==> src/rtl/knup_ram.sv <==
// ----------------------------------------------------------------------------
// knup_ram
// Generic single-write, single-read RAM with registered read data.
// ----------------------------------------------------------------------------
module knup_ram #(
  parameter int WIDTH = 8,
  parameter int DEPTH = 64
) (
  input  logic                     clk,
  input  logic                     we,
  input  logic [$clog2(DEPTH)-1:0] waddr,
  input  logic [WIDTH-1:0]         wdata,
  input  logic [$clog2(DEPTH)-1:0] raddr,
  output logic [WIDTH-1:0]         rdata
);

  logic [WIDTH-1:0] mem_r [DEPTH];

  always_ff @(posedge clk) begin
    if (we) begin
      mem_r[waddr] <= wdata;
    end
    rdata <= mem_r[raddr];
  end

endmodule

==> config.mk <==
export PLATFORM = sky130hd
export DESIGN_NAME = knup_ram
export DESIGN_NICKNAME = d
export VERILOG_FILES = /design/src/rtl/knup_ram.sv
export SDC_FILE = /design/constraint.sdc
export NUM_CORES = 1
export LEC_CHECK = 0
export BUFFER_PORTS_ARGS = -buffer_cell sky130_fd_sc_hd__buf_2
export CAP_MARGIN = 20
export CORE_MARGIN = 1
export CORE_UTILIZATION = 39
export DETAILED_ROUTE_END_ITERATION = 6
export PLACE_DENSITY_LB_ADDON = 0.2
export SYNTH_ARGS = -nofsm -noshare
export SYNTH_HDL_FRONTEND = slang
export SYNTH_SLANG_ARGS = --single-unit
==> constraint.sdc <==
create_clock -name clk -period 3.5 [get_ports clk]
set_input_delay 0 -clock clk [delete_from_list [all_inputs] [get_ports clk]]
set_output_delay 0 -clock clk [all_outputs]
set_load 0.01 [all_outputs]
# [Word level (Yosys, flattened, before mapping)]
# Memory sizes are Yosys's and may differ from the RTL's. A register that Yosys moved wholly into a read port is not among the register bits.
# Cells that the tools add are included.
[word_totals] reg_bits=0 ramBits=512 inputBits=22 output_inout_bits=8 word_cells=3 mem_count=1
[mem_list] memory="mem_r" depth=64 word_bits=8 read_ports=1 rd_ports_with_merged_regs=1 write_ports=1 line="17" text="logic [WIDTH-1:0] mem_r [DEPTH];"
[op_classes] muxes=2
[ops] cell="1-bit 2-to-1 mux" count=2

# [Logic depth before layout (Yosys ltp)]
[logic_depth] depth_word=2 depth_mapped=9 ltp_nobuf=5

# [Least setup slack after synthesis]
# OpenSTA, ideal clock, no wires.
[synth_timing] path_kind="flip-flop to flip-flop" startpoint="memory mem_r[29][4]" endpoint="register rdata[4], read port of mem_r" setup_time_ns=0.132 arrival_ns=1.560 required_ns=3.368 setup_slack_ns=1.808 path_stages_with_launch=6 n_path_buf=0 period_less_slack_ns=1.692 cell_sequence="edfxtp_1 -> mux4_2 -> mux2_2 -> o221a_2 -> nor3_1 -> o32ai_1"
[synth_rtl] item="start: declaration" line="17"
[synth_rtl] item="end: declaration" line="14" text="output logic [WIDTH-1:0] rdata"

==> results.json <==
{
  "synthesis.area_per_instance_sq_um": 21.5,
  "ctsRootBufferMaster": "clkbuf_16",
  "number_of_antenna_violations_at_the_first_check_in_global_routing": 1,
  "die_x_um": 229,
  "timing.max_slew.rel_slack_pct": 24.1,
  "die_h_um": 229,
  "detail_route.wl_per_cell_um": 27.2,
  "net-switching-power_mw": 2.68,
  "cts_h_tree_lvls": 2,
  "combinational_power_share_pct": 5.1,
  "cts.clk_slew.worst_paths_ns": 0.06,
  "seqPwrFrac_pct": 53.8,
  "critical_register_to_register_path_startpoint": "mem_r[47][1]",
  "avgViaCountPerCell": 5.51,
  "postCtsResizedCells": 0,
  "switching_share_pct": 20.9,
  "pwr-share-clk_pct": 41.1,
  "maxCapViolCount": 0,
  "num_vias": 9541,
  "critical_path_data_required_time_ns": 3.93,
  "report.final.hold_viol_count": 0,
  "grt_pass1_vias": 9909,
  "post_synth_fa_ha_maj_area_fraction_pct": 0,
  "worstHoldPathType": "in -> reg",
  "place.detailed.hpwl_um": 29100,
  "rsz0062_at_grt": "false",
  "row_count": 82,
  "synthXorXnorAreaFrac_pct": 0,
  "synth-compound-area-share_pct": 2.07,
  "syn-num-nets": 962,
  "reg2reg_slack_ns": 1.11,
  "number_of_enable_flip_flop_cells_after_synthesis": 512,
  "synth_seq_cells": 520,
  "report.final.setup_viol": 0,
  "tritoncts": "done",
  "internal-power_mw": 10.2,
  "cts.path.max_buffers": 3,
  "fin_crit_ns": 2.39,
  "hold_path.startpoint": "waddr[0]",
  "gate_count_post_synth": 940,
  "async_flop_share_pct": 0,
  "timing.critical_path.fanout_max": 1,
  "min_delay_path_depth": 3,
  "postRouteAntennaNets": 0,
  "seq_area_frac_synth_pct": 77.0,
  "globalRouteTotalUtil_pct": 18.3,
  "post_synth_mux_area_share_pct": 15.9,
  "num_io_pins": 30,
  "drv_slew": 0,
  "die_area_sq_um": 52600,
  "grt_first_pass_wirelength_um": 68800,
  "min_delay_worst_endpoint": "mem_r[49][4]",
  "worst_ep_arrival_time_ns": 2.82,
  "synth_simple_gate_area_share_pct": 3.39,
  "worst_setup_path_end_kind": "register",
  "first_pass_iters": 5,
  "synth_top_family_by_area": "multiplexers",
  "numCtsBuffers": 51,
  "setup.worst_path.start_class": "register",
  "drc_errors": 0,
  "drive_gt1_share_pct": 26.6,
  "clock.fmax_ghz": 0.419,
  "final_net_count": 1043,
  "total_clock_sinks": 520,
  "leakage_power_of_the_design_nw": 7.12,
  "timing.hold.ws_ns": 0.0281,
  "timing.final.crit_share_pct": 68.2,
  "post_cts.repair.setup_buffers": 0,
  "measured_slew_at_the_worst_slew_check_pin_ns": 1.14,
  "synth.cell_area_sq_um": 20200,
  "ys.warnings.count": 0,
  "worstRegToRegCells": 4,
  "setup-tns-final_ns": 0,
  "gp_congestion": 0.792,
  "core_sq_um": 50600,
  "initial_utilization_pct": 39.9,
  "area_delta_synth_final_pct": 13.6,
  "finalClockSkew_ns": 0.0252,
  "most_common_flop_cell_mapped_by_yosys": "edfxtp_1",
  "holdBufCountCts": 6,
  "vdd.ir_drop.worst_mv": 0.323,
  "clock_latency_ns": 0.59,
  "synth.distinct_cells": 40,
  "postRouteWirelength_um": 47100,
  "crit_type": "reg -> reg",
  "port-buffer-count": 29,
  "pwr_density_cell_nw_per_um2": 561,
  "critical_path.reg2reg.endpoint": "rdata[1]",
  "detail_route.iter0.violations": 730,
  "outcome": "complete, no violations",
  "grt-ovfl-total": 0,
  "maximum_number_of_pins_on_one_net_before_global_route_repair": 65
}
-- through the flow --
stage	setup slack [ns]	utilization (%)	total power, mW	instance area, sq um	cells
6_report	1.11	45.3	12.8	22900	1733
5_1_grt	1.02	45.3	13.2	22900	1732
4_1_cts	1.11	45.2	13.0	22800	1728
3_5_place_dp	0.791	41.9	7.71	21200	1630
3_3_place_gp	0.759	41.8	7.70	21200	1629
2_1_floorplan	1.81	-	7.41	20200	940
-- final cells by class --
class,instances,area [sq um]
Timing Repair Buffer,79,608
Multi-Input combinational cell,369,4320
Clock buffer,67,1440
Tap cell,672,841
Fill cell,4247,27700
Sequential cell,520,15500
Antenna cell,1,2.50
Clock inverter,25,165
-- registers in the layout (all words and copies together), names as in the netlist --
name / flops
mem_r: 512
rdata: 8
-- critical path, cell delays in order, from the launching register on --
cell and delay, ns:
edfxtp_1 0.36, mux4_2 0.48, mux2_2 0.29, a221oi_1 0.96, o2bb2ai_1 0.15
-- cells by family (layout without fill, tap and decap cells) --
group	Yosys count	after routing
AND/OR/NAND/NOR	153	153
buffers and inverters	51	171
AO/OA/AOI/OAI	54	54
other	0	1
flip-flops	520	520
multiplexers	162	162
-- worst max-delay path by stage --
stage | from | endpoint | slack (ns) | depth (start not counted)
after floorplan | mem_r[29][4] | rdata[4] | 1.81 | 5
after global placement | raddr[0] | rdata[5] | 0.76 | 6
after detailed placement | raddr[0] | rdata[5] | 0.79 | 6
after CTS | mem_r[47][1] | rdata[1] | 1.11 | 4
after global routing | mem_r[46][1] | rdata[1] | 1.02 | 4
final | mem_r[47][1] | rdata[1] | 1.11 | 4
-- power by group through the flow --
| stage | registers, mW | clock network, mW | logic [mW] |
|---|---|---|---|
| after floorplan | 7.04 | 0 | 0.367 |
| after global placement | 7.05 | 0 | 0.648 |
| after detailed placement | 7.05 | 0 | 0.658 |
| after CTS | 6.92 | 5.37 | 0.662 |
| after global routing | 6.91 | 5.60 | 0.704 |
| final | 6.91 | 5.27 | 0.656 |
-- cell usage in the layout (no fill, tap or decap), types with 3 or more instances in the layout --
master         Yosys  layout
o221ai_1           8       8
dlygate4sd3_1      0       8
buf_2             11      26
a22oi_1            3       3
nor2_1            83      83
nor3_1             7       7
dfxtp_1            8       8
buf_4             13      39
nand2_1           19      19
nor2b_1           14      14
nand2b_1           7       7
clkinv_1           0      14
o2bb2ai_1          3       3
clkbuf_1          17       8
mux2i_1           23      23
edfxtp_1         512     512
clkbuf_16          0      53
nand3_1           13      13
clkbuf_8           0       7
mux2_2            13      13
clkinvlp_4         0       3
nand3b_1           3       3
clkinv_2           0       6
a211oi_1           4       4
o22ai_1            8       8
mux4_2           126     126
a221oi_1           6       6
buf_12             2       4
o2111ai_1          3       3
a21oi_1            3       3
-- synth_stat cells (all sizes together) (8+ instances only) --
cell type | number | area share, %
mux4 | 126 | 14
dfxtp | 8 | 0.79
nor2b | 14 | 0.43
o22ai | 8 | 0.25
clkbuf | 17 | 0.32
edfxtp | 512 | 76
buf | 34 | 1.3
nor2 | 83 | 1.5
mux2 | 13 | 0.73
nand3 | 13 | 0.32
nand2 | 19 | 0.35
mux2i | 23 | 1.1
o221ai | 8 | 0.35
-- routing by layer --
metal	vias to the layer above	part of all wire [%]	global-route usage (%)
li1	4094	-	-
met1	5083	44	25.4
met2	300	48	29.3
met3	64	5.6	3.29
met4	0	2.5	6.17
met5	-	0	0
Power figures use the tool's default switching activity.
