### src/rtl/knup_dist.sv
// ----------------------------------------------------------------------------
// knup_dist
// Three-stage squared distance unit: difference, square, sum.
// ----------------------------------------------------------------------------
module knup_dist #(
  parameter int CB = 24,
  parameter int AW = 6
) (
  input  logic                clk,
  input  logic                rst_n,
  input  logic                in_v,
  input  logic [AW-1:0]       in_idx,
  input  logic [CB-1:0]       px,
  input  logic [CB-1:0]       py,
  input  logic [CB-1:0]       pz,
  input  logic                p_used,
  input  logic                skip_used,
  input  logic [CB-1:0]       qx,
  input  logic [CB-1:0]       qy,
  input  logic [CB-1:0]       qz,
  output logic                cand_v,
  output logic [AW-1:0]       cand_idx,
  output logic [2*CB+1:0]     cand_dist
);

  localparam int DW = 2 * CB + 2;

  logic                 a_v_r, b_v_r;
  logic [AW-1:0]        a_idx_r, b_idx_r;
  logic signed [CB:0]   dx_r, dy_r, dz_r;
  logic [DW-1:0]        sx_r, sy_r, sz_r;
  logic signed [DW-1:0] mx, my, mz;

  assign mx = dx_r * dx_r;
  assign my = dy_r * dy_r;
  assign mz = dz_r * dz_r;

  always_ff @(posedge clk) begin
    if (!rst_n) begin
      a_v_r  <= 1'b0;
      b_v_r  <= 1'b0;
      cand_v <= 1'b0;
    end else begin
      a_v_r  <= in_v && !(skip_used && p_used);
      b_v_r  <= a_v_r;
      cand_v <= b_v_r;
    end
    dx_r      <= $signed({px[CB-1], px}) - $signed({qx[CB-1], qx});
    dy_r      <= $signed({py[CB-1], py}) - $signed({qy[CB-1], qy});
    dz_r      <= $signed({pz[CB-1], pz}) - $signed({qz[CB-1], qz});
    a_idx_r   <= in_idx;
    sx_r      <= DW'(mx);
    sy_r      <= DW'(my);
    sz_r      <= DW'(mz);
    b_idx_r   <= a_idx_r;
    cand_dist <= sx_r + sy_r + sz_r;
    cand_idx  <= b_idx_r;
  end

endmodule

### config.mk
export PLATFORM = sky130hd
export DESIGN_NAME = knup_dist
export DESIGN_NICKNAME = d
export VERILOG_FILES = /design/src/rtl/knup_dist.sv
export SDC_FILE = /design/constraint.sdc
export NUM_CORES = 2
export LEC_CHECK = 0
export BUFFER_PORTS_ARGS = -buffer_cell sky130_fd_sc_hd__buf_2
export CAP_MARGIN = 0
export CORE_ASPECT_RATIO = 2
export CORE_MARGIN = 2
export CORE_UTILIZATION = 55
export CTS_CLUSTER_DIAMETER = 100
export CTS_CLUSTER_SIZE = 8
export DETAILED_ROUTE_END_ITERATION = 16
export PLACE_DENSITY_LB_ADDON = 0.15
export SLEW_MARGIN = 20
export SYNTH_ARGS = -nofsm -noshare
export SYNTH_HDL_FRONTEND = slang
export SYNTH_SLANG_ARGS = --single-unit
### constraint.sdc
create_clock -name clk -period 22 [get_ports clk]
set_input_delay 3.3 -clock clk [delete_from_list [all_inputs] [get_ports clk]]
set_output_delay 3.3 -clock clk [all_outputs]
set_load 0.005 [all_outputs]
# After elaboration in Yosys (flattened, before gate mapping)
# Index checks and enable logic that the tools add are counted.
# W data, S select, Z words.
[word_totals]
ff_bits = 296
inputBits = 155
output_inout_bits = 57
[op_classes]
n_addsub = 5
multipliers = 3
n_reduce_logical = 3
[op_table]
columns = ["op", "count"]
rows = [
  ["$mul A25 B25 Y50", 3],
  ["$add A50 B50 Y50", 2],
  ["$sub A24 B24 Y25", 3],
  ["$logic_and A1 B1 Y1", 2],
  ["$logic_not A1 Y1", 1],
]

# Longest topological paths before layout
[logic_depth]
depth_word = 3
ltp_mapped = 30
depth_no_buf = 28

# Least setup slack after synthesis
# OpenSTA, ideal clock, no wires.
[synth_path]
path_type = "register -> register"
startpoint = "register dx_r[3]"
endpoint = "register sx_r[47]"
setup_ps = 72
t_arrival_ps = 7095
required_time_ps = 21928
setup_slack_ps = 14833
stages_incl_launch_ff = 29
n_path_buf = 3
path_cell_list = "dfxtp_1 clkbuf_1 clkbuf_1 nand2_1 fa_1 inv_1 fa_1 inv_1 fa_1 fa_1 fa_1 inv_1 fa_1 inv_1 fa_1 inv_1 ha_1 clkbuf_1 a21o_1 a21oi_1 o21bai_1 a2111oi_0 a21oi_1 a21oi_1 o21ai_1 a41oi_1 o21ai_0 a221oi_1 xnor2_1"
[synth_between]
elab_chain_len = 1
[synth_rtl]
columns = ["element", "line", "text"]
rows = [
  ["from (decl)", "30", "logic signed [CB:0] dx_r, dy_r, dz_r;"],
  ["from (signal assigned)", "48", "dx_r <= $signed({px[CB-1], px}) - $signed({qx[CB-1], qx});"],
  ["$mul A25 B25 Y50", "34", "assign mx = dx_r * dx_r;"],
  ["via mx[47]", "32", "logic signed [DW-1:0] mx, my, mz;"],
  ["to (signal assigned)", "52", "sx_r <= DW'(mx);"],
  ["to (decl)", "31", "logic [DW-1:0] sx_r, sy_r, sz_r;"],
]
# The timed path passes the listed nets, and every way through them passes these cells.
# A chain may end at the register's enable or synchronous reset.

# Worst setup path in the final report
[layout_path]
startpoint = "register dy_r[4]"
endpoint = "register sy_r[46]"
[layout_between]
elab_chain_len = 1
[layout_rtl]
columns = ["element", "line", "text"]
rows = [
  ["from (decl)", "30", ""],
  ["from (signal assigned)", "49", "dy_r <= $signed({py[CB-1], py}) - $signed({qy[CB-1], qy});"],
  ["$mul A25 B25 Y50", "35", "assign my = dy_r * dy_r;"],
  ["via my[46]", "32", ""],
  ["to (signal assigned)", "53", "sy_r <= DW'(my);"],
  ["to (decl)", "31", ""],
]
# The timed path passes the listed nets, and every way through them passes these cells.

==> metrics.cfg <==
[hold_path]
worstHoldEndpoint=cand_idx[4]$_DFF_P_
hp-class=flip-flop to flip-flop
holdPathStages=0
min_from=b_idx_r[4]$_DFF_P_

[layout]
drive_above_1_share_pct=4.70
fill_cells=12100
fin_nets=10400
final_cell_area_um2=78800
syn2layout_area_growth_pct=5.73

[die]
io_pins=212
design.core.area_um2=135000
die_height_um=524
die_area_um2=139000
start_util_pct=55.2
num_rows=191
die_width_um=264

[clock_tree]
clock-sinks=293
cts_tree=yes
numCtsBuffers=44
ctsHtreeMaxLevel=2
post-cts-setup-buffer-count=0
clkTransAtPathRegs_ns=0.05
clockBufferDepth=3
clock_latency_ns=0.64
cts_hold_buf=0
root_buffer=clkbuf_16
post_cts_resized=0

[detailed_routing]
vias=51700
drc_errors=0
drtIter0Drc=2362
dr.pass1.iters=5
via_per_inst=5.39
ant_nets=0
post_drt_wl_per_cell_um=21.1
wirelength_um=202000

[synthesis]
synthTopCellsByCount=inv_1, fa_1, nand2_1
synth.ff_latch_count=293
synth_area_um2=74500
ys_top_cells_by_area=fa_1, inv_1, ha_1, dfxtp_1, nand2_1
yosys_most_used_dff=dfxtp_1
synth_top_area_cell=fa_1
synth.yosys.seq_area_share_pct=7.87
synth_most_common_cell=inv_1
yosysWarnings=0
async_flop_share_pct=0
synth-edff-count=0
synth_cell_types=70
avgSynthCellArea_um2=9.65
synthDominantCellAreaShare_pct=50.3
syn_inst=7716

[timing]
worstMarginPinSlew_ns=1.09
period_share_pct=38.3
fin_tns_setup_ns=0
min_period_ns=8.42
max_freq_mhz=119
setup_violations=0
slew_viol_final=0
hold_viol=0
fin_skew_ns=0.0425
rsz0062_at_grt=no
relSlewSlack_pct=27.1

[critical_path]
r2r_cells=26
worstPathMaxFanout=22
cp_top_family=adder cells
critPathLaunchType=flip-flop
rr_startpoint=dy_r[4]$_DFF_P_
arrival_ns=8.95
rr_endpoint=sy_r[46]$_DFF_P_
cp_common_cell=fa_1
worst_path_max_delay_cell=nor2_1
cp_data_required_time_ns=22.53
crit_buf_inv=6
r2r_setup_slack_ns=13.58
endpoint_kind=flip-flop
slowest_delay_ns=0.63
path_class=flip-flop to flip-flop

[status]
status=completed

[global_routing]
grt_pass1_vias=60800
grt_max_degree=51
antenna_found_initial=5
grt_use_total_pct=30.9
grt.overflow.total=0
grt_pass1_wl_um=324000

[placed_design]
port_buffers=211
gp_congestion=0.954
dp_hpwl_um=169000
place_area_um2=77500

[job]
cap_violations=0

-- sequential cells by signal, indices dropped and copies added (netlist names) --
| register | flops |
|---|---|
| sy_r | 49 |
| cand_idx | 6 |
| dz_r | 25 |
| dy_r | 25 |
| dx_r | 25 |
| a_idx_r | 6 |
| cand_v | 1 |
| b_v_r | 1 |
| b_idx_r | 6 |
| sz_r | 49 |
| cand_dist | 50 |
| sx_r | 49 |
| a_v_r | 1 |
-- per-layer routing --
layer	vias up	global-route usage, %	wire length, um
met2	1464	59.8	113000
li1	22900	-	-
met3	771	3.27	7690
met4	2	24.1	19700
met1	26600	29.0	62000
met5	-	0	11
-- worst max-delay path by stage --
stage,start,endpoint,depth (start not counted)
CTS,dx_r[5]$_DFF_P_,sx_r[47]$_DFF_P_,25
global route,dz_r[24]$_DFF_P_,sz_r[49]$_DFF_P_,24
global placement,dx_r[5]$_DFF_P_,sx_r[47]$_DFF_P_,25
detailed placement,dx_r[5]$_DFF_P_,sx_r[47]$_DFF_P_,25
floorplan,dx_r[3]$_DFF_P_,sx_r[47]$_DFF_P_,28
finish,dy_r[4]$_DFF_P_,sy_r[46]$_DFF_P_,26
-- area by class of cell --
type / instances / area, um^2 / area share [%]
Antenna cell: 4 / 10.0 / 0.0127
Clock inverter: 7 / 90.1 / 0.114
Sequential cell: 293 / 5870 / 7.45
Timing Repair Buffer: 288 / 1630 / 2.07
Inverter: 2220 / 8330 / 10.6
Tap cell: 1737 / 2170 / 2.76
Multi-Input combinational cell: 4997 / 59500 / 75.6
Clock buffer: 49 / 1130 / 1.43
-- layout by cell type (no fill, tap or decap), drive strengths merged, types with 44 or more instances in the layout --
| master | count |
|---|---|
| and2 | 364 |
| a21o | 152 |
| buf | 288 |
| nor2b | 80 |
| nand3 | 55 |
| xnor2 | 216 |
| o21ai | 135 |
| inv | 2222 |
| nor2 | 175 |
| nand2 | 639 |
| xor2 | 90 |
| ha | 577 |
| dfxtp | 293 |
| clkbuf | 49 |
| a21oi | 221 |
| nand2b | 44 |
| fa | 1872 |
-- logic make-up (layout without fill, tap and decap cells) --
kind of cell,Yosys count,count (layout),share of synthesized area [%]
AOI/OAI and AO/OA,755,755,6.60
xor gates and xnor gates,306,306,3.60
adders and majority gates,2449,2449,60.0
buffers and inverters,2428,2564,12.2
DFF,293,293,7.87
muxes,6,6,0.0857
other,1,7,0.00503
and+or+nand+nor,1478,1478,9.60
-- per-stage QoR --
step | utilization [%] | instances | hold slack, ns | worst slack, ns
after floorplan | - | 7718 | 0.310 | 14.83
after global placement | 57.4 | 9535 | 0.310 | 13.76
after detailed placement | 57.4 | 9535 | 0.312 | 13.68
after CTS | 58.3 | 9591 | 0.320 | 13.66
after global routing | 58.3 | 9594 | 0.327 | 13.29
final | 58.3 | 9595 | 0.320 | 13.58
Power is left out: the tool's default activity adds up to more than one toggle a clock period on the data nets, which glitch-free logic cannot reach.
