## src/rtl/knup_pkg.sv

```systemverilog
// ----------------------------------------------------------------------------
// knup_pkg
// Shared types and codes of the nearest unused point selector.
// ----------------------------------------------------------------------------
package knup_pkg;

  localparam int KIND_W = 2;

  typedef enum logic [KIND_W-1:0] {
    KIND_WRITE  = 2'd0,
    KIND_K_NEAR = 2'd1,
    KIND_NEAR   = 2'd2,
    KIND_NONE   = 2'd3
  } kind_t;

  typedef enum logic [3:0] {
    ST_IDLE  = 4'b0001,
    ST_SCAN  = 4'b0010,
    ST_DRAIN = 4'b0100,
    ST_EMIT  = 4'b1000
  } state_t;

  typedef struct packed {
    logic clear;
    logic insert;
    logic shift;
  } cell_ctl_t;

  localparam int OUT_IDX_W  = 6;
  localparam int OUT_DIST_W = 50;

endpackage

```

## src/rtl/knup_cell.sv

```systemverilog
// ----------------------------------------------------------------------------
// knup_cell
// One slot of the sorted candidate chain: insert in order, shift out.
// ----------------------------------------------------------------------------
module knup_cell #(
  parameter int DW = 50,
  parameter int AW = 6
) (
  input  logic                  clk,
  input  logic                  rst_n,
  input  knup_pkg::cell_ctl_t   ctl,
  input  logic [DW-1:0]         cand_dist,
  input  logic [AW-1:0]         cand_idx,
  input  logic                  prev_ins,
  input  logic                  prev_v,
  input  logic [DW-1:0]         prev_dist,
  input  logic [AW-1:0]         prev_idx,
  input  logic                  next_v,
  input  logic [DW-1:0]         next_dist,
  input  logic [AW-1:0]         next_idx,
  output logic                  ins,
  output logic                  v_r,
  output logic [DW-1:0]         dist_r,
  output logic [AW-1:0]         idx_r
);

  import knup_pkg::*;

  assign ins = ctl.insert && (!v_r || (cand_dist < dist_r));

  always_ff @(posedge clk) begin
    if (!rst_n) begin
      v_r <= 1'b0;
    end else if (ctl.clear) begin
      v_r <= 1'b0;
    end else if (ctl.shift) begin
      v_r <= next_v;
    end else if (ins) begin
      v_r <= prev_ins ? prev_v : 1'b1;
    end
    if (ctl.shift) begin
      dist_r <= next_dist;
      idx_r  <= next_idx;
    end else if (ins) begin
      dist_r <= prev_ins ? prev_dist : cand_dist;
      idx_r  <= prev_ins ? prev_idx : cand_idx;
    end
  end

endmodule

```

## config.mk

```make
export PLATFORM = sky130hd
export DESIGN_NAME = knup_cell
export DESIGN_NICKNAME = d
export VERILOG_FILES = /design/src/rtl/knup_pkg.sv /design/src/rtl/knup_cell.sv
export SDC_FILE = /design/constraint.sdc
export NUM_CORES = 1
export LEC_CHECK = 0
export BUFFER_PORTS_ARGS = -buffer_cell sky130_fd_sc_hd__buf_2
export CORE_UTILIZATION = 37
export DETAILED_ROUTE_END_ITERATION = 8
export PLACE_DENSITY = 0.65
export SYNTH_ARGS = -nofsm -noshare
export SYNTH_HDL_FRONTEND = slang
export SYNTH_SLANG_ARGS = --single-unit
```

## constraint.sdc

```tcl
create_clock -name clk -period 10.95 [get_ports clk]
set_clock_uncertainty 0.05 [all_clocks]
set_input_delay 2.19 -clock clk [delete_from_list [all_inputs] [get_ports clk]]
set_output_delay 2.19 -clock clk [all_outputs]
set_load 0.02 [all_outputs]
```

**Yosys cells after proc, flatten, opt, wreduce, memory -nomap -nowiden**

Index checks and enable logic that the tools add are counted.

- Output and inout port bits: 58
- Logic and storage cells: 19
- Bits of input ports: 176
- Bits in registers: 57

- Multiplexer cells: 9
- Reduce and logical (&&, ||, !) cells: 5
- Bitwise logic cells: 1
- Order comparisons: 1

Operators with widths:

| kind | number |
|---|---|
| $mux 50 | 3 |
| $lt 50x50->1 | 1 |
| $mux 6 | 3 |
| $mux 1 | 3 |
| $reduce_bool 2->1 | 1 |
| $reduce_or 2->1 | 1 |
| $logic_and 1x1->1 | 1 |
| $logic_not 1->1 | 1 |
| $logic_or 1x1->1 | 1 |
| $not 1->1 | 1 |

**Depth between registers and ports, before layout**

Gate-level depths: netlist (run 1).

- Word-level depth: 5
- Gate-level depth with buffers: 8
- Mapped depth without buffers: 8

**Least setup slack after synthesis (run 1)**

OpenSTA, ideal clock, no wires.

- Kind: input to output
- From: input cand_dist[49]
- To: output ins
- Buffers on the path: 0
- Setup slack: 5,042 ps
- Arrival: 3,668 ps
- Required time: 8,710 ps
- Cell stages on the path: 7
- Cell sequence: ha_1 -> nand4_2 -> nor4_4 -> nand2_1 -> o22a_1 -> and3_4 -> a21o_2

- Cells in the longest elaborated chain, start to end: 3

RTL lines:

| element | RTL line | RTL |
|---|---|---|
| start: declaration | knup_cell.sv:12 | `input logic [DW-1:0] cand_dist,` |
| $lt 50x50->1 | knup_cell.sv:29 | `assign ins = ctl.insert && (!v_r \|\| (cand_dist < dist_r));` |
| $logic_or 1x1->1 | knup_cell.sv:29 |  |
| $logic_and 1x1->1 | knup_cell.sv:29 |  |
| end: declaration | knup_cell.sv:21 | `output logic ins,` |

Every way passes these cells.

**Worst setup path after layout (run 1)**

- From: input cand_dist[37]
- To: output ins

Same word-level chain as after synthesis.

==> metrics.log, run 1 <==
[metrics] Sequential Area: 1700 um2
[metrics] slew margin rel.: 36.2%
[metrics] critical-path maximum fanout: 3
[metrics] multi-input logic area: 2220 um2
[metrics] top library cells by usage in the layout, fill and taps aside: buf_2, nand2_1, o21ai_0, mux2i_1, edfxtp_1
[metrics] total of buffers placed on input and output ports: 233
[metrics] Resized Gates After CTS: 0
[metrics] part of the Yosys area used for sequential elements: 40.6%
[metrics] kind of cell adding the most delay to the critical path: simple AND/OR/NAND/NOR gates
[metrics] routed length per instance: 14.4 um
[metrics] startpoint of the most critical register-to-register path: dist_r[5]
[metrics] Clock Tree Root: clkbuf_16
[metrics] setup repair after global routing missed its margin: false
[metrics] Iter 0 DRT Violations: 153
[metrics] FF-to-FF setup slack: 7.65 ns
[metrics] depth of the CTS H-tree: 3
[metrics] count of antenna-violating nets left after detailed routing: 0
[metrics] maximum clock insertion buffer count: 2
[metrics] gr usage total: 20.3%
[metrics] grt total ovfl: 0
[metrics] routability congestion estimate: 0.757
[metrics] Total Neg Setup Slack: 0 ns
[metrics] initial standard-cell utilization of the core: 38.3%
[metrics] Slowest Stage Delay on Critical Path: 0.45 ns
[metrics] Vias per Instance: 4.93
[metrics] DPL Wire Length: 9.30 mm
[metrics] total of fill cells in the finished design: 1,041
[metrics] 1st-pass router iterations: 4
[metrics] Row Count: 38
[metrics] Antenna Cells: 0
[metrics] Synth Flop Type: edfxtp_1
[metrics] TritonCTS buffer count: 9
[metrics] I/O Pins: 234
[metrics] clock tree from TritonCTS: yes
[metrics] chip width: 108 um
[metrics] cells after synthesis: 429
[metrics] netlist area before placement: 4190 um2
[metrics] area growth from synthesis to layout: 36.6%
[metrics] worst IR drop on VDD: 0.0595 mV
[metrics] number of synthesis warnings: 0
[metrics] type of destination of the critical path: output pin
[metrics] WHS: 0.611 ns
[metrics] leakage dissipation: 3.00 nW
[metrics] synthesized net count: 654
[metrics] endpoints failing setup: 0
[metrics] most common cell after layout, fill and taps aside: buf_2
[metrics] worst reg2reg path depth: 9
[metrics] area inside the core boundary: 10,900 um2
[metrics] Max stage delay cell, worst path: nor4_2
[metrics] clock latency on the worst-skew pair: 0.32 ns
[metrics] maximum number of pins on one net before global-route repair: 115
[metrics] Post-Route WL: 11.6 mm
[metrics] share of post-route cells with drive strength above 1: 38.4%
[metrics] buffer and inverter count on the worst path: 2
[metrics] initial antenna violation count: 1
[metrics] Nets: 882
[metrics] Min-Delay Startpoint: v_r
[metrics] final worst path period need: 6.34 ns
[metrics] full die area: 11,700 um2
[metrics] number of maximum-capacitance violations: 0
[metrics] DRC Markers: 0
[metrics] data arrival time of the worst path: 4.10 ns
[metrics] areal power density over the cells: 129 nW/um2
[metrics] final period utilization: 57.9%
[metrics] path class of the lowest-slack min-delay path: flip-flop to flip-flop
[metrics] Vert. Die Dim: 108 um
[metrics] share of async-settable or async-resettable flops after synthesis: 0%
[metrics] terminating pin of the worst hold path: v_r
[metrics] number of pins with negative max-slew slack in the final report: 0
[metrics] category of the critical setup timing path: input pin to output pin
[metrics] number of failing hold endpoints at the final stage: 0
[metrics] Worst setup SP type: input pin
[metrics] number of stages on the worst hold path: 2
[metrics] CTS Sinks: 57
[metrics] count of distinct cell types in the synthesized netlist: 36
[metrics] Tightest Pin Transition: 0.956 ns
[metrics] CTS clk-pin slew, worst paths: 0.05 ns
[metrics] count of flip-flops with a built-in enable after synthesis: 56
[metrics] number of global-route vias before repair: 3,900
[metrics] wire length of the first global-routing pass: 18.2 mm
[metrics] f_max: 158 MHz
[metrics] quantity of hold-fixing buffers added after cts: 0
[metrics] reg-to-reg endpoint: dist_r[5]
[metrics] status: complete, no violations
[metrics] setup repair bufs after CTS: 0
[metrics] DR vias: 3,945
[metrics] cell breakdown of the critical path: buf_2, ha_1, nand4_1, nor4_2, nand4_1, o22a_1, and3_4, a21o_2, buf_2
[metrics] average footprint of a synthesized cell: 9.76 um2
[metrics] Yosys reg bits: 57
[metrics] required time at the endpoint of the critical path: 8.71 ns
[routing by layer]
metal	vias to the layer above	GRT usage (%)	part of all wire [%]
li1	2001	-	-
met1	1765	23.9	42
met2	163	35.9	49
met3	14	4.94	7.9
met4	2	7.05	1.3
met5	-	0	0.069
[power by group]
part	internal (mW)	total, mW	switching, mW
clock	0.148	0.240	0.0921
sequential	0.272	0.284	0.0118
combinational	0.0880	0.213	0.125
[per-stage QoR]
stage	instances	area [um2]	utilization [%]	setup WS (ns)	total power, mW
3_3_place_gp	786	5470	50.0	4.60	0.497
6_report	801	5720	52.3	4.61	0.737
5_1_grt	801	5720	52.3	4.40	0.784
2_1_floorplan	429	4190	-	5.04	0.415
3_5_place_dp	786	5470	50.0	4.59	0.503
4_1_cts	801	5720	52.3	4.57	0.746
[final cells by class]
type                       instances  share of cell area [%]
clock buffer                       9                    3.94
clock inverter                     6                   0.459
inverter                          49                    3.22
multi-input combinational        305                    38.8
sequential                        57                    29.8
tap                              140                    3.06
timing repair buffer             235                    20.7
[cells in the mapped netlist, types with 3 or more instances]
| cell | n | area, um2 |
|---|---|---|
| nand2_1 | 71 | 267 |
| nand3_1 | 4 | 20.0 |
| nand4_1 | 6 | 37.5 |
| mux2i_1 | 56 | 561 |
| and4_1 | 3 | 26.3 |
| nor2_1 | 4 | 15.0 |
| o21ai_0 | 64 | 320 |
| buf_2 | 5 | 25.0 |
| a21o_1 | 5 | 37.5 |
| edfxtp_1 | 56 | 1680 |
| inv_1 | 49 | 184 |
| ha_1 | 49 | 613 |
| a221oi_1 | 4 | 35.0 |
| a21oi_1 | 17 | 85.1 |
| clkbuf_1 | 11 | 41.3 |
[worst max-delay path by stage]
stage / from / to / slack, ns / cells after the start
3_3_place_gp: cand_dist[37] / ins / 4.60 / 9
3_5_place_dp: cand_dist[37] / ins / 4.59 / 9
4_1_cts: cand_dist[37] / ins / 4.57 / 9
5_1_grt: cand_dist[37] / ins / 4.40 / 9
6_report: cand_dist[37] / ins / 4.61 / 9
2_1_floorplan: cand_dist[49] / ins / 5.04 / 7
[flip-flops by register name, summed over array words and instances (netlist names)]
name    flops
dist_r     50
v_r         1
idx_r       6
[logic make-up (layout without fill, tap and decap cells)]
kind of cell	count (synthesis)	in the layout	synth area share (%)
simple gates	102	102	12.0
compound gates	98	98	13.0
buf+inv	67	299	6.34
flops	57	57	40.6
mux	56	56	13.4
fa+ha+maj	49	49	14.6
[worst register-to-register path: stages (launching register included)]
cell and delay, ns:
edfxtp_1 0.39, inv_1 0.08, ha_1 0.25, and4_1 0.23, nor4bb_1 0.12, a221oi_1 0.24, o21ai_0 0.20, a41oi_1 0.36
a211o_2 0.43, buf_4 0.55
Note: power is estimated with default switching activity, not from simulation.
==> run 2: changes to the inputs <==
Settings changed: PLACE_DENSITY 0.65 to 0.67.
Clock period 10.95 ns to 5.73 ns, I/O delays scaled along.
==> run 2 against run 1 <==
Compared with the run above: combinational power is 92% higher; critical path depth stayed put; cell count is 0.12% higher; non-clock buffer count stayed put; first-iteration DRC count is 21% higher; power is 99% higher; final area is 0.61% higher.
==> metrics.log, run 2 (synthesized netlist as in run 1, its figures left out) <==
[metrics] status: complete, no violations (unchanged)
[metrics] total of fill cells in the finished design: 1,038 (was 1,041)
[metrics] Antenna Cells: 0 (unchanged)
[metrics] data arrival time of the worst path: 3.06 ns (was 4.10 ns)
[metrics] Worst setup SP type: input pin (unchanged)
[metrics] depth of the CTS H-tree: 3 (unchanged)
[metrics] sequential share of power: 37.1% (was 38.6%)
[metrics] Pwr Total: 1.47 mW (was 0.737 mW)
[metrics] initial antenna violation count: 0 (was 1)
[metrics] setup repair bufs after CTS: 0 (unchanged)
[metrics] proportion of total power due to net switching: 30.4% (was 31.1%)
[metrics] FF-to-FF setup slack: 2.67 ns (was 7.65 ns)
[metrics] path class of the lowest-slack min-delay path: flip-flop to flip-flop (unchanged)
[metrics] number of failing hold endpoints at the final stage: 0 (unchanged)
[metrics] full die area: 11,700 um2 (unchanged)
[metrics] count of antenna-violating nets left after detailed routing: 0 (unchanged)
[metrics] worst reg2reg path depth: 9 (unchanged)
[metrics] registers with the most flip-flops: dist_r (50), idx_r (6), v_r (1) (unchanged)
[metrics] areal power density over the cells: 255 nW/um2 (was 129 nW/um2)
[metrics] CTS clk-pin slew, worst paths: 0.05 ns (about the same)
[metrics] maximum number of pins on one net before global-route repair: 117 (was 115)
[metrics] critical-path maximum fanout: 3 (unchanged)
[metrics] capturing element of the worst setup path: ins (unchanged)
[metrics] initial standard-cell utilization of the core: 38.3% (unchanged)
[metrics] Total Neg Setup Slack: 0 ns (unchanged)
[metrics] Most flops, register: dist_r (unchanged)
[metrics] TritonCTS buffer count: 9 (unchanged)
[metrics] clock tree from TritonCTS: yes (unchanged)
[metrics] gr usage total: 20.3% (about the same)
[metrics] Iter 0 DRT Violations: 185 (was 153)
[metrics] number of pins with negative max-slew slack in the final report: 0 (unchanged)
[metrics] area inside the core boundary: 10,900 um2 (unchanged)
[metrics] instance area at placement: 5470 um2 (unchanged)
[metrics] f_max: 235 MHz
[metrics] routability congestion estimate: 0.790 (was 0.757)
[metrics] required time at the endpoint of the critical path: 4.53 ns (was 8.71 ns)
[metrics] leakage dissipation: 3.02 nW (was 3.00 nW)
[metrics] DRC Markers: 0 (unchanged)
[metrics] internal power contribution: 1.02 mW (was 0.508 mW)
[metrics] max reg flops: 50 (unchanged)
[metrics] chip width: 108 um (unchanged)
[metrics] slew margin rel.: 34.3% (was 36.2%)
[metrics] startpoint of the most critical register-to-register path: dist_r[8] (was dist_r[5])
[metrics] maximum clock insertion buffer count: 2 (unchanged)
[metrics] endpoints failing setup: 0 (unchanged)
[metrics] Switch Pwr: 0.446 mW (was 0.229 mW)
[metrics] category of the critical setup timing path: input pin to output pin (unchanged)
[metrics] Post-Route WL: 11.8 mm (was 11.6 mm)
[metrics] Worst setup startpoint: cand_dist[37] (unchanged)
[metrics] DPL Wire Length: 9.45 mm (was 9.30 mm)
[metrics] DR vias: 4,000 (was 3,945)
[metrics] quantity of hold-fixing buffers added after cts: 0 (unchanged)
[metrics] multi-input logic area: 2220 um2 (unchanged)
[metrics] wire length of the first global-routing pass: 18.2 mm (about the same)
[metrics] final worst path period need: 4.25 ns
[metrics] type of destination of the critical path: output pin (unchanged)
[metrics] Vias per Instance: 4.99 (was 4.93)
[metrics] Nets: 882 (unchanged)
[metrics] number of global-route vias before repair: 3,976 (was 3,900)
[metrics] worst IR drop on VDD: 0.128 mV (was 0.0595 mV)
[metrics] total of buffers placed on input and output ports: 233 (unchanged)
[metrics] final standard cell area without fillers: 5750 um2 (was 5720 um2)
[metrics] share of post-route cells with drive strength above 1: 38.8% (was 38.4%)
[metrics] Clock Tree Root: clkbuf_16 (unchanged)
[metrics] Row Count: 38 (unchanged)
[metrics] grt total ovfl: 0 (unchanged)
[metrics] final period utilization: 74.2%
[metrics] number of maximum-capacitance violations: 0 (unchanged)
[metrics] routed length per instance: 14.7 um (was 14.4 um)
[metrics] clock latency on the worst-skew pair: 0.32 ns (about the same)
[metrics] Vert. Die Dim: 108 um (unchanged)
[metrics] setup repair after global routing missed its margin: false (unchanged)
[metrics] 1st-pass router iterations: 6 (was 4)
[metrics] top library cells by usage in the layout, fill and taps aside: buf_2, nand2_1, o21ai_0, mux2i_1, edfxtp_1 (unchanged)
[metrics] CTS Sinks: 57 (unchanged)
[metrics] share of total power in combinational logic: 27.9% (was 28.9%)
[metrics] area growth from synthesis to layout: 37.4% (was 36.6%)
[metrics] part of the total power dissipated in the clock network: 35.1% (was 32.5%)
[metrics] reg-to-reg endpoint: dist_r[45] (was dist_r[5])
[metrics] Sequential Area: 1700 um2 (unchanged)
[metrics] most common cell after layout, fill and taps aside: buf_2 (unchanged)
[metrics] Resized Gates After CTS: 0 (unchanged)
[metrics] Tightest Pin Transition: 0.986 ns (was 0.956 ns)
[metrics] I/O Pins: 234 (unchanged)
run 2: changes by cell type in the layout (fill, tap and decap cells not counted):
cell / change
bufinv_16: +1
clkinv_1: -2
clkinv_2: +1
clkinvlp_4: +1
run 2: layout make-up:
class / instances / area share (%)
repair buffers: 235 / 20.6
flip-flops and latches: 57 / 29.6
clock inverters: 7 / 1.07
well taps: 140 / 3.04
inverters: 49 / 3.20
clock buffers: 9 / 3.91
multi-input cells: 305 / 38.6
run 2: routing by layer:
metal	vias up	GRT usage (%)	share of wire, %
li1	2005	-	-
met1	1787	23.4	42
met2	183	35.1	47
met3	25	4.52	7.6
met4	0	10.6	2.9
met5	-	0	0
run 2: worst min-delay path by stage:
| stage | startpoint | to | slack [ns] | depth (start not counted) |
|---|---|---|---|---|
| 2_1_floorplan | v_r | v_r | 0.64 | 2 |
| 3_3_place_gp | v_r | v_r | 0.58 | 2 |
| 3_5_place_dp | v_r | v_r | 0.59 | 2 |
| 4_1_cts | v_r | v_r | 0.61 | 2 |
| 5_1_grt | v_r | v_r | 0.66 | 2 |
| 6_report | v_r | v_r | 0.61 | 2 |
run 2: stage by stage:
stage,setup WS (ns),hold WS (ns),std cells,utilization [%]
6_report,1.48,0.610,802,52.6
5_1_grt,1.33,0.659,802,52.6
4_1_cts,1.45,0.608,802,52.6
3_5_place_dp,1.46,0.592,786,50.0
3_3_place_gp,1.47,0.580,786,50.0
2_1_floorplan,1.66,0.638,429,-
run 2: power by group through the flow:
| stage | sequential (mW) | clock, mW | combinational (mW) |
|---|---|---|---|
| after floorplan | 0.612 | 0 | 0.181 |
| after CTS | 0.544 | 0.528 | 0.414 |
| after global routing | 0.550 | 0.544 | 0.458 |
| after detailed placement | 0.551 | 0 | 0.412 |
| after global placement | 0.550 | 0 | 0.401 |
| final | 0.543 | 0.514 | 0.409 |
run 2: worst max-delay path, cell delays in order:
cell and delay, ns:
buf_2 0.11, ha_1 0.30, nand4_1 0.16, nor4_2 0.43, nand4_1 0.16, o22a_1 0.20
and3_4 0.19, a21o_2 0.20, buf_2 0.16
